## config.mk

```make
export PLATFORM = sky130hd
export DESIGN_NAME = tli_front_flat
export DESIGN_NICKNAME = d
export VERILOG_FILES = /design/src/hw/rtl/tli_pkg.sv /design/src/hw/rtl/tli_if.sv /design/src/hw/rtl/tli_front.sv /design/src/flat_wrapper.sv
export SDC_FILE = /design/constraint.sdc
export NUM_CORES = 1
export LEC_CHECK = 0
export BUFFER_PORTS_ARGS = -buffer_cell sky130_fd_sc_hd__buf_2
export CAP_MARGIN = 20
export CORE_MARGIN = 2
export CORE_UTILIZATION = 46
export CTS_BUF_LIST = sky130_fd_sc_hd__clkbuf_4 sky130_fd_sc_hd__clkbuf_8 sky130_fd_sc_hd__clkbuf_16
export DETAILED_ROUTE_END_ITERATION = 7
export GPL_ROUTABILITY_DRIVEN = 0
export PLACE_DENSITY_LB_ADDON = 0.15
export SETUP_SLACK_MARGIN = 0.02
export SLEW_MARGIN = 0
export SYNTH_ARGS = -nofsm -noshare
export SYNTH_HDL_FRONTEND = slang
export SYNTH_SLANG_ARGS = --single-unit
```

## constraint.sdc

```tcl
create_clock -name clk_i -period 3.8 [get_ports clk_i]
set_input_delay 0.38 -clock clk_i [delete_from_list [all_inputs] [get_ports clk_i]]
set_output_delay 0.38 -clock clk_i [all_outputs]
set_load 0.01 [all_outputs]
```

## src/hw/rtl/tli_pkg.sv

```systemverilog
// tli_pkg: shared widths, status codes and the queued command type for the
// table linear interpolator. No dependencies.
`timescale 1ns / 1ps
`default_nettype none

package tli_pkg;

  localparam int unsigned XW         = 32;   // Q16.16 coordinate width
  localparam int unsigned SLOT_W     = 8;    // point_index width
  localparam int unsigned CNT_W      = 9;    // points_in_use width
  localparam int unsigned STAT_W     = 2;
  localparam int unsigned DEF_POINTS = 256;

  localparam logic OP_WRITE = 1'b0;
  localparam logic OP_QUERY = 1'b1;

  localparam logic [STAT_W-1:0] ST_INTERP   = 2'd0;
  localparam logic [STAT_W-1:0] ST_CLAMP_LO = 2'd1;
  localparam logic [STAT_W-1:0] ST_CLAMP_HI = 2'd2;
  localparam logic [STAT_W-1:0] ST_EMPTY    = 2'd3;

  // one command between front and back; for a query, a_val holds query_x
  typedef struct packed {
    logic              is_query;
    logic [SLOT_W-1:0] slot;
    logic [XW-1:0]     a_val;
    logic [XW-1:0]     b_val;
  } cmd_t;

  typedef struct packed {
    logic [XW-1:0]     value;
    logic [STAT_W-1:0] status;
  } res_t;

endpackage

`default_nettype wire

```

## src/hw/rtl/tli_if.sv

```systemverilog
// tli_in_if / tli_out_if: valid-ready channels for items and results.
// Depends on tli_pkg for field widths.
`timescale 1ns / 1ps
`default_nettype none

interface tli_in_if;
  logic                        valid;
  logic                        ready;
  logic                        operation;
  logic [tli_pkg::SLOT_W-1:0]  point_index;
  logic [tli_pkg::XW-1:0]      point_x;
  logic [tli_pkg::XW-1:0]      point_y;
  logic [tli_pkg::XW-1:0]      query_x;

  modport source (output valid, operation, point_index, point_x, point_y, query_x,
                  input ready);
  modport sink   (input valid, operation, point_index, point_x, point_y, query_x,
                  output ready);
endinterface


`default_nettype wire

```

## src/hw/rtl/tli_front.sv

```systemverilog
// tli_front: accepts items, drops writes to slots outside the table and
// queues the rest for the back end. Depends on tli_pkg and tli_in_if.
`timescale 1ns / 1ps
`default_nettype none

module tli_front #(
  parameter int unsigned POINTS = tli_pkg::DEF_POINTS
) (
  input  wire logic          clk_i,
  input  wire logic          rst_ni,
  tli_in_if.sink             item_i,
  output logic               cmd_valid_o,
  output tli_pkg::cmd_t      cmd_o,
  input  wire logic          cmd_pop_i
);

  localparam int unsigned QD = 2;

  tli_pkg::cmd_t buf_q [QD];
  logic [1:0]    count_q, count_d;
  logic          wp_q, rp_q;
  logic          accept, push, in_range;
  tli_pkg::cmd_t cmd_in;

  assign item_i.ready = (count_q != 2'(QD));
  assign accept       = item_i.valid & item_i.ready;
  assign in_range     = (32'(item_i.point_index) < 32'(POINTS));
  assign push         = accept & ((item_i.operation == tli_pkg::OP_QUERY) | in_range);

  always_comb begin
    cmd_in.is_query = (item_i.operation == tli_pkg::OP_QUERY);
    cmd_in.slot     = item_i.point_index;
    cmd_in.a_val    = cmd_in.is_query ? item_i.query_x : item_i.point_x;
    cmd_in.b_val    = item_i.point_y;
  end

  always_comb begin
    unique case ({push, cmd_pop_i})
      2'b10:   count_d = count_q + 2'd1;
      2'b01:   count_d = count_q - 2'd1;
      default: count_d = count_q;
    endcase
  end

  always_ff @(posedge clk_i or negedge rst_ni) begin
    if (!rst_ni) begin
      count_q <= '0;
      wp_q    <= 1'b0;
      rp_q    <= 1'b0;
    end else begin
      count_q <= count_d;
      if (push) begin
        wp_q <= ~wp_q;
      end
      if (cmd_pop_i) begin
        rp_q <= ~rp_q;
      end
    end
  end

  always_ff @(posedge clk_i) begin
    if (push) begin
      buf_q[wp_q] <= cmd_in;
    end
  end

  assign cmd_valid_o = (count_q != 2'd0);
  assign cmd_o       = buf_q[rp_q];

endmodule

`default_nettype wire

```

## src/flat_wrapper.sv

```systemverilog
// flat-port wrapper written by rule: the top's interface ports become plain ports
module tli_front_flat 
#(
  parameter int unsigned POINTS = tli_pkg::DEF_POINTS
)
  (clk_i, rst_ni, cmd_valid_o, cmd_o, cmd_pop_i, item_i_valid, item_i_operation, item_i_point_index, item_i_point_x, item_i_point_y, item_i_query_x, item_i_ready);
  tli_in_if item_i_i ();
  input  wire logic clk_i;
  input  wire logic rst_ni;
  output logic cmd_valid_o;
  output tli_pkg::cmd_t cmd_o;
  input  wire logic cmd_pop_i;
  input wire logic [$bits(item_i_i.valid)-1:0] item_i_valid;
  input wire logic [$bits(item_i_i.operation)-1:0] item_i_operation;
  input wire logic [$bits(item_i_i.point_index)-1:0] item_i_point_index;
  input wire logic [$bits(item_i_i.point_x)-1:0] item_i_point_x;
  input wire logic [$bits(item_i_i.point_y)-1:0] item_i_point_y;
  input wire logic [$bits(item_i_i.query_x)-1:0] item_i_query_x;
  output wire logic [$bits(item_i_i.ready)-1:0] item_i_ready;
  assign item_i_i.valid = item_i_valid;
  assign item_i_i.operation = item_i_operation;
  assign item_i_i.point_index = item_i_point_index;
  assign item_i_i.point_x = item_i_point_x;
  assign item_i_i.point_y = item_i_point_y;
  assign item_i_i.query_x = item_i_query_x;
  assign item_i_ready = item_i_i.ready;
  tli_front #(.POINTS(POINTS)) u_core (.clk_i(clk_i), .rst_ni(rst_ni), .item_i(item_i_i), .cmd_valid_o(cmd_valid_o), .cmd_o(cmd_o), .cmd_pop_i(cmd_pop_i));
endmodule
```

==> results of run 1 <==
[final timing paths]
kind / slack (ns) / from / to
worst max-delay path: 1.19 / u_core.rp_q / cmd_o[63]
worst min-delay path: 0.14 / item_i_point_y[0] / u_core.buf_q[0][0]
max in group asynchronous: 3.36 / rst_ni / u_core.rp_q
min in group asynchronous: 0.31 / rst_ni / u_core.count_q[0]
worst min register to register: 0.48 / u_core.count_q[1] / u_core.count_q[1]
worst max register to register: 1.90 / u_core.count_q[0] / u_core.buf_q[0][26]
[synth_stat cells]
library cell	n	area (um^2)
mux2_1	10	113
and3_1	1	6.26
buf_2	2	10.0
mux2_4	60	901
nand2_1	1	3.75
edfxtp_1	146	4380
nor2_1	2	7.51
ha_1	1	12.5
mux2_2	35	394
buf_6	10	113
xnor2_1	3	26.3
xor2_1	2	17.5
or2_2	1	6.26
dfrtp_1	4	100
nand2b_1	1	6.26
[per-layer routing]
metal | track usage | vias up | routed length (um)
li1 | - | 1484 | -
met1 | 0.173 | 1503 | 4220
met2 | 0.260 | 119 | 5320
met3 | 0.0560 | 17 | 780
met4 | 0.0774 | 2 | 193
met5 | 0 | - | 16
[stage by stage]
step | area [um^2] | cells
after floorplan | 6100 | 279
after global placement | 7170 | 628
after detailed placement | 7170 | 628
after CTS | 7740 | 661
after global routing | 7740 | 661
final | 7740 | 661
[where the power goes]
group | internal (mW) | switching (mW) | leakage (nW)
Combinational | 0.912 | 0.799 | 1.45
Sequential | 2.28 | 0.200 | 1.40
Clock | 0.954 | 0.611 | 0.273
Total | 4.14 | 1.61 | 3.13
[sequential cells by signal (all words and copies together), names as in the netlist]
signal and cells:
u_core.count_q 2, u_core.wp_q 1, u_core.rp_q 1, u_core.buf_q 146
[layout make-up]
type | instances | area (um^2) | share of cell area
multi-input combinational | 117 | 1510 | 0.195
clock inverter | 15 | 138 | 0.0178
sequential | 150 | 4490 | 0.580
tap | 176 | 220 | 0.0284
timing repair buffer | 186 | 966 | 0.125
clock buffer | 17 | 425 | 0.0549
[cell families (layout without fill, tap and decap cells)]
kind of cell | Yosys count | in the layout | share of synthesized area
flops | 150 | 150 | 0.735
mux | 105 | 105 | 0.231
simple gates | 6 | 6 | 0.00492
buf+inv | 12 | 218 | 0.0201
xor+xnor | 5 | 5 | 0.00718
fa+ha+maj | 1 | 1 | 0.00205
[repair_timing]
item,4_1_cts,5_1_grt
setup buffers,0,0
endpoints found under the hold margin,4,0
hold buffers,1,0
==> results by group, run 1 <==
Logic synthesis
  – Synthesized instance count: 279
  – Avg Inst Size Synth: 21.9 um^2
  – Mapped cell area: 6100 um^2
  – Sequential element share of the synthesized area: 0.735
  – Synth cell types: 15
  – Seq cells post-synth: 150
  – YS warnings: 0
  – Syn_nets: 389

Drt
  – Remaining DRCs: 0
  – Post-detailed-route wirelength per cell: 15.9 um
  – WL final: 10,500 um
  – Vias/cell: 4.73
  – DR iter-0 viols: 99
  – Antenna Nets Post-Route: 0
  – Via count: 3,125
  – Pre-Repair DR Iteration Count: 4

Floorplan
  – Ports: 184
  – Full die area: 14,200 um^2
  – Initial Util: 0.466
  – Site Rows: 42
  – Die Span Y: 119 um
  – Total core area: 13,100 um^2
  – Die Width: 119 um

Pwr
  – Largest vdd supply drop: 0.405 mV
  – Leak: 3.13 nW
  – PwrDens: 743 nW/um^2
  – Total power: 5.75 mW

GRT
  – Largest net degree at the start of global routing: 74
  – GRT overflow: 0
  – Total GRT Usage: 0.154
  – Antenna violations before repair: 1
  – First-pass GRT wire length: 16,200 um
  – Vias in the first global route: 3,230

CTS
  – Clk slew on worst S/H paths: 0.06 ns
  – CTS sink count: 150
  – Clk buf depth: 2
  – CTS tree: done
  – Clk_lat worst skew: 0.42 ns
  – Num CTS Buffers: 17
  – Cts repair resizes: 0
  – Clock Tree Root: clkbuf_16
  – H-tree depth: 4

Critical path
  – Worst reg2reg path depth: 4
  – Crit path cell chain: buf_12 -> mux2_2 -> buf_2
  – Slowest stage delay, CP: 0.86 ns
  – CP delay by family, top: flip-flops
  – CP arrival: 2.23 ns
  – Critical path class: reg -> out
  – Critical Path Stages: 3
  – Nature of the critical path startpoint: register
  – CP Buf/Inv Count: 2
  – Critical Path RT: 3.42 ns
  – CP max stage cell: dfrtp_4
  – CP endpoint kind: output port
  – Crit Path Max Fanout: 38

STA
  – Fin. max-slew vios: 0
  – Rel. slew slack: 0.330
  – Fin Clk Skew: 0.0126 ns
  – Fin. Hold Viols: 0
  – Least-Margin Pin Slew: 1.01 ns
  – Worst setup margin: 1.19 ns
  – RSZ-0062 raised after global routing: false
  – Setup violations, final: 0
  – Min Tclk post-route: 2.61 ns
  – Max Freq: 0.384 GHz
  – Tcrit/Tclk final: 0.686
  – Hold_ws: 0.144 ns
  – Setup TNS: 0 ns

Min path
  – Hold Path Depth: 1
  – Hold Crit Class: in -> reg

Final layout
  – Area Overhead vs Synth: 26.9%
  – Final core utilization: 0.592
  – Fill count: 1,023
  – Commonest non-fill, non-tap cells in the layout: 183 x buf_2, 146 x edfxtp_1, 60 x mux2_4, 35 x mux2_2, 17 x clkbuf_16
  – Nets@finish: 582
  – Commonest non-fill, non-tap cell in the layout: buf_2
  – Fraction of layout cells with a size suffix above 1: 0.647
  – N_diodes: 0

Placed design
  – Dpl hpwl: 6720 um
  – IO Port Bufs: 183
  – Place WS: 1.63 ns

Job
  – Max Cap Violations: 0

Run status
  – Outcome: finished, final reports clean
Power figures use the tool's default switching activity.
==> run 2: changes to the inputs <==
--- a/config.mk
+++ b/config.mk
@@ -5,10 +5,11 @@
 export SDC_FILE = /design/constraint.sdc
 export NUM_CORES = 1
 export LEC_CHECK = 0
+export ABC_AREA = 1
 export BUFFER_PORTS_ARGS = -buffer_cell sky130_fd_sc_hd__buf_2
 export CAP_MARGIN = 20
 export CORE_MARGIN = 2
-export CORE_UTILIZATION = 46
+export CORE_UTILIZATION = 50
 export CTS_BUF_LIST = sky130_fd_sc_hd__clkbuf_4 sky130_fd_sc_hd__clkbuf_8 sky130_fd_sc_hd__clkbuf_16
 export DETAILED_ROUTE_END_ITERATION = 7
 export GPL_ROUTABILITY_DRIVEN = 0
==> constraint.sdc (replaced) <==
create_clock -name clk_i -period 2.6 [get_ports clk_i]
set_input_delay 0.26 -clock clk_i [delete_from_list [all_inputs] [get_ports clk_i]]
set_output_delay 0.26 -clock clk_i [all_outputs]
set_load 0.01 [all_outputs]
==> results by group, run 2 <==
Run status
  – Outcome: finished, final reports clean

Floorplan
  – Die Width: 114 um
  – Die Span Y: 114 um
  – Ports: 184
  – Initial Util: 0.510
  – Full die area: 13,100 um^2
  – Site Rows: 40
  – Total core area: 12,000 um^2

Critical path
  – Nature of the critical path startpoint: register
  – Crit Path Max Fanout: 61
  – Critical path class: reg -> out
  – Critical Path RT: 2.34 ns
  – CP endpoint kind: output port
  – CP arrival: 1.84 ns

Logic synthesis
  – Synth Area in Compound Gates: 0.0870
  – Synthesized instance count: 509
  – Seq cells post-synth: 150
  – Synth cell count leaders: 146 x edfxtp_1, 110 x nand2_1, 109 x inv_1
  – EDFF count, synth: 146
  – Top post-synthesis cells by area: edfxtp_1 72%, o21ai_0 7.4%, nand2_1 6.8%
  – Simple-gate portion of the synthesized area: 0.0734
  – Synthesized-area fraction occupied by adder cells: 0.00205
  – Main combinational cell family by area after synthesis: buffers and inverters
  – Top FF cell, synth: edfxtp_1
  – Synth cell types: 18
  – YS warnings: 0
  – Mapped cell area: 6100 um^2
  – Area leader, netlist: edfxtp_1
  – Avg Inst Size Synth: 12.0 um^2
  – FFs w/ async S/R, synth: 0.0267
  – Most common cell in the netlist: edfxtp_1
  – Top-area cell type share of the netlist area: 0.719
  – Sequential element share of the synthesized area: 0.735
  – XOR/XNOR share of the synthesized area: 0.00287
  – Syn_nets: 619
  – Post-synthesis mux area share: 0

STA
  – Setup TNS: 0 ns
  – Rel. slew slack: 0.469
  – Setup violations, final: 0
  – Tcrit/Tclk final: 0.809
  – Fin. max-slew vios: 0
  – Min Tclk post-route: 2.10 ns
  – Fin Clk Skew: 0.0160 ns
  – RSZ-0062 raised after global routing: false
  – Least-Margin Pin Slew: 0.796 ns
  – Max Freq: 0.475 GHz
  – Fin. Hold Viols: 0

CTS
  – Clock Tree Root: clkbuf_16
  – H-tree depth: 4
  – CTS sink count: 150
  – Clk_lat worst skew: 0.41 ns
  – Num CTS Buffers: 17
  – Post-CTS setup buffers: 0
  – Clk slew on worst S/H paths: 0.06 ns
  – Clk buf depth: 2
  – CTS tree: done

Drt
  – Pre-Repair DR Iteration Count: 4
  – Remaining DRCs: 0
  – WL final: 11,600 um
  – DR iter-0 viols: 265
  – Antenna Nets Post-Route: 0
  – Vias/cell: 4.73
  – Post-detailed-route wirelength per cell: 13.6 um
  – Via count: 4,047

Final layout
  – Top flop regs: u_core.buf_q: 146 flops, u_core.count_q: 2 flops
  – Final core utilization: 0.647
  – Largest Register: u_core.buf_q
  – Fraction of layout cells with a size suffix above 1: 0.318
  – Commonest non-fill, non-tap cell in the layout: buf_2
  – Area Overhead vs Synth: 26.9%
  – N_diodes: 0
  – Non-Filler Instances: 855
  – Max reg flops: 146
  – Commonest non-fill, non-tap cells in the layout: 183 x buf_2, 146 x edfxtp_1, 110 x nand2_1, 109 x inv_1, 90 x o21ai_0
  – Nets@finish: 806

Job
  – Max Cap Violations: 0

GRT
  – GRT overflow: 0
  – Largest net degree at the start of global routing: 66
  – Vias in the first global route: 3,778
  – First-pass GRT wire length: 17,400 um
  – Total GRT Usage: 0.176
  – Antenna violations before repair: 0

Pwr
  – PwrDens: 1100 nW/um^2
  – Leak: 3.50 nW
  – Largest vdd supply drop: 0.475 mV

Min path
  – Hold Crit Class: in -> reg

Placed design
  – Dpl hpwl: 7700 um
  – IO Port Bufs: 183
  – Inst Count DP: 823
run 2: cell types whose count changed in the layout (fill, tap and decap cells not counted), moves of 15 or more:
cell | before | now
mux2_4 | 60 | 0
mux2_2 | 35 | 0
inv_1 | 0 | 109
o21ai_1 | 0 | 15
o21ai_0 | 0 | 90
nand2_1 | 1 | 110
run 2: path summary, 6_finish.rpt:
path / from / to / slack [ns] / cells past startpoint
worst max-delay path: u_core.rp_q / cmd_o[33] / 0.50 / 3
worst min-delay path: item_i_point_y[1] / u_core.buf_q[0][1] / 0.03 / 1
worst max register to register: u_core.count_q[0] / u_core.buf_q[0][61] / 0.89 / 5
worst min register to register: u_core.count_q[1] / u_core.count_q[1] / 0.54 / 2
max in group asynchronous: rst_ni / u_core.rp_q / 2.27 / 2
min in group asynchronous: rst_ni / u_core.wp_q / 0.18 / 2
run 2: through the flow:
stage                     setup WS [ns]  hold slack [ns]  cell area [um^2]  total power [mW]
after floorplan                   0.462          -0.0356              6110              5.06
after global placement            0.974           0.0774              7100              5.89
after detailed placement          0.941           0.0777              7100              5.95
after CTS                         0.502           0.0193              7740              8.56
after global routing              0.386           0.0200              7740              8.96
final                             0.497           0.0298              7740              8.48
run 2: area by class of cell:
| type | count | area, um^2 |
|---|---|---|
| fillers | 929 | 4220 |
| clock buffers | 20 | 448 |
| inverters | 110 | 413 |
| repair buffers | 191 | 1000 |
| clock inverters | 11 | 181 |
| flip-flops and latches | 150 | 4490 |
| multi-input cells | 226 | 1020 |
| well taps | 147 | 184 |
run 2: timing repair:
action                    4_1_cts  5_1_grt
resized for setup               0        0
hold buffers                    1        0
hold endpoints to repair        4        0
run 2: worst max-delay path, cell delays in order, from the launching register on:
cell and delay [ns]:
dfrtp_4 0.65, buf_12 0.26, o21ai_0 0.31, buf_2 0.20
run 2: per-layer routing:
| layer | global-route usage | vias to the layer above | wire length (um) |
|---|---|---|---|
| li1 | - | 2045 | - |
| met1 | 0.214 | 1838 | 4960 |
| met2 | 0.294 | 146 | 5640 |
| met3 | 0.0492 | 18 | 800 |
| met4 | 0.0813 | 0 | 216 |
| met5 | 0 | - | 0 |
run 2: cells by family (layout without fill, tap and decap cells):
kind of cell               count (synthesis)  count (layout)
buffers and inverters                    133             332
AOI/OAI and AO/OA                        106             106
xor gates and xnor gates                   2               2
DFF                                      150             150
and+or+nand+nor                          117             117
adders and majority gates                  1               1
run 2: where the power goes:
| group | internal (mW) | switching [mW] |
|---|---|---|
| clock | 1.72 | 0.883 |
| combinational | 0.830 | 1.50 |
| sequential | 3.32 | 0.227 |
==> run 3: changes to the inputs <==
--- a/config.mk
+++ b/config.mk
@@ -5,11 +5,11 @@
 export SDC_FILE = /design/constraint.sdc
 export NUM_CORES = 1
 export LEC_CHECK = 0
-export ABC_AREA = 1
+export ABC_AREA = 0
 export BUFFER_PORTS_ARGS = -buffer_cell sky130_fd_sc_hd__buf_2
 export CAP_MARGIN = 20
 export CORE_MARGIN = 2
-export CORE_UTILIZATION = 50
+export CORE_UTILIZATION = 46
 export CTS_BUF_LIST = sky130_fd_sc_hd__clkbuf_4 sky130_fd_sc_hd__clkbuf_8 sky130_fd_sc_hd__clkbuf_16
 export DETAILED_ROUTE_END_ITERATION = 7
 export GPL_ROUTABILITY_DRIVEN = 0
==> constraint.sdc (replaced) <==
create_clock -name clk_i -period 1.8 [get_ports clk_i]
set_input_delay 0.18 -clock clk_i [delete_from_list [all_inputs] [get_ports clk_i]]
set_output_delay 0.18 -clock clk_i [all_outputs]
set_load 0.01 [all_outputs]
==> results by group, run 3 (synthesis gave the netlist of run 1 again) <==
CTS
  – Clk slew on worst S/H paths: 0.06 ns
  – CTS tree: done
  – H-tree depth: 4
  – Clk_lat worst skew: 0.41 ns
  – Clock Tree Root: clkbuf_16
  – Clk buf depth: 2
  – Num CTS Buffers: 17
  – CTS sink count: 150

Final layout
  – Top flop regs: u_core.buf_q: 146 flops, u_core.count_q: 2 flops
  – Fill count: 888
  – Area Overhead vs Synth: 43.9%
  – Nets@finish: 642
  – Non-Filler Instances: 721
  – Area occupied by multi-input gates: 1520 um^2
  – N_diodes: 0
  – Commonest non-fill, non-tap cells in the layout: 146 x edfxtp_1, 135 x buf_2, 60 x mux2_4, 50 x buf_6, 42 x dlygate4sd3_1
  – Cell area after layout: 8780 um^2
  – Final core utilization: 0.671
  – Largest Register: u_core.buf_q
  – Commonest non-fill, non-tap cell in the layout: edfxtp_1
  – Storage cell area: 4490 um^2
  – Fraction of layout cells with a size suffix above 1: 0.609
  – Max reg flops: 146

Pwr
  – Largest vdd supply drop: 0.835 mV
  – PwrDens: 1550 nW/um^2
  – Total power: 13.6 mW
  – Leak: 3.57 nW

Drt
  – WL final: 12,200 um
  – DR iter-0 viols: 210
  – Vias/cell: 4.74
  – Antenna Nets Post-Route: 0
  – Remaining DRCs: 0
  – Post-detailed-route wirelength per cell: 16.9 um
  – Pre-Repair DR Iteration Count: 4
  – Via count: 3,419

STA
  – Tcrit/Tclk final: 1.03
  – Max Freq: 0.537 GHz
  – Fin. max-slew vios: 0
  – Worst setup margin: -0.0627 ns
  – Setup TNS: -3.06 ns
  – Fin Clk Skew: 0.00453 ns
  – Rel. slew slack: 0.776
  – Least-Margin Pin Slew: 0.336 ns
  – RSZ-0062 raised after global routing: true
  – Min Tclk post-route: 1.86 ns
  – Setup violations, final: 73
  – Fin. Hold Viols: 0

Critical path
  – Crit path cell chain: buf_6 -> buf_16 -> mux2_4 -> buf_2
  – Critical Path RT: 1.62 ns
  – Critical path class: reg -> out
  – CP max stage cell: dfrtp_4
  – Crit Path Max Fanout: 11
  – Nature of the critical path startpoint: register
  – CP endpoint kind: output port
  – Slowest stage delay, CP: 0.51 ns
  – CP Buf/Inv Count: 3
  – CP delay by family, top: flip-flops
  – CP arrival: 1.68 ns

Placed design
  – Inst Count DP: 634
  – Placement Cell Area: 7280 um^2
  – IO Port Bufs: 183
  – Dpl hpwl: 7200 um

Floorplan
  – Die Width: 119 um
  – Ports: 184
  – Full die area: 14,200 um^2
  – Die Span Y: 119 um
  – Initial Util: 0.466
  – Site Rows: 42
  – Total core area: 13,100 um^2

Min path
  – Hold Crit Class: in -> reg

GRT
  – Antenna violations before repair: 0
  – Largest net degree at the start of global routing: 50
  – Total GRT Usage: 0.175
  – Vias in the first global route: 3,495
  – First-pass GRT wire length: 18,300 um
  – GRT overflow: 0

Run status
  – Failing checks: setup timing
  – Outcome: complete, but fails checks

Job
  – Max Cap Violations: 0
run 3: cell types whose count changed in the layout (fill, tap and decap cells not counted), moves of 48 or more:
cell | before | now
o21ai_0 | 90 | 0
buf_6 | 0 | 50
buf_2 | 183 | 135
mux2_4 | 0 | 60
inv_1 | 109 | 0
nand2_1 | 110 | 0
run 3: path summary, 6_finish.rpt:
kind                       depth (start not counted)  slack (ns)                   to                from
setup / recovery                                   4       -0.06            cmd_o[12]         u_core.rp_q
hold reg to reg                                    1        0.54    u_core.count_q[0]   u_core.count_q[0]
setup reg to reg                                   3        0.33  u_core.buf_q[1][37]   u_core.count_q[0]
min in group asynchronous                          2        0.11          u_core.rp_q              rst_ni
hold / removal                                     2        0.08  u_core.buf_q[1][47]  item_i_point_x[15]
max in group asynchronous                          2        1.56          u_core.rp_q              rst_ni
run 3: repair_timing:
action,4_1_cts,5_1_grt
cloned,6,1
setup buffers,6,0
hold endpoints to repair,85,0
setup endpoints to repair,73,73
hold buffers,42,0
resized for setup,63,3
run 3: report_power, final:
part	leakage [nW]	switching [mW]	internal [mW]
registers	1.40	0.240	4.80
clock network	0.255	1.26	1.75
logic	1.91	2.29	3.23
run 3: per-stage QoR:
stage	worst slack [ns]	hold slack, ns
2_1_floorplan	-0.328	-0.116
3_3_place_gp	0.362	-0.0115
3_5_place_dp	0.327	-0.0103
4_1_cts	-0.0893	0.0565
5_1_grt	-0.114	0.0706
6_report	-0.0627	0.0838
run 3: area by class of cell:
cell class / instances / share of cell area
repair buffers: 246 / 0.233
flip-flops and latches: 150 / 0.511
multi-input cells: 117 / 0.173
clock buffers: 19 / 0.0502
clock inverters: 13 / 0.00741
well taps: 176 / 0.0251
run 3: per-layer routing:
| layer | global-route usage | vias up | wire length, um | share of wire |
|---|---|---|---|---|
| met1 | 0.213 | 1661 | 4970 | 0.41 |
| li1 | - | 1614 | - | - |
| met4 | 0.0707 | 0 | 189 | 0.015 |
| met3 | 0.0508 | 16 | 707 | 0.058 |
| met5 | 0 | - | 0 | 0 |
| met2 | 0.293 | 128 | 6320 | 0.52 |
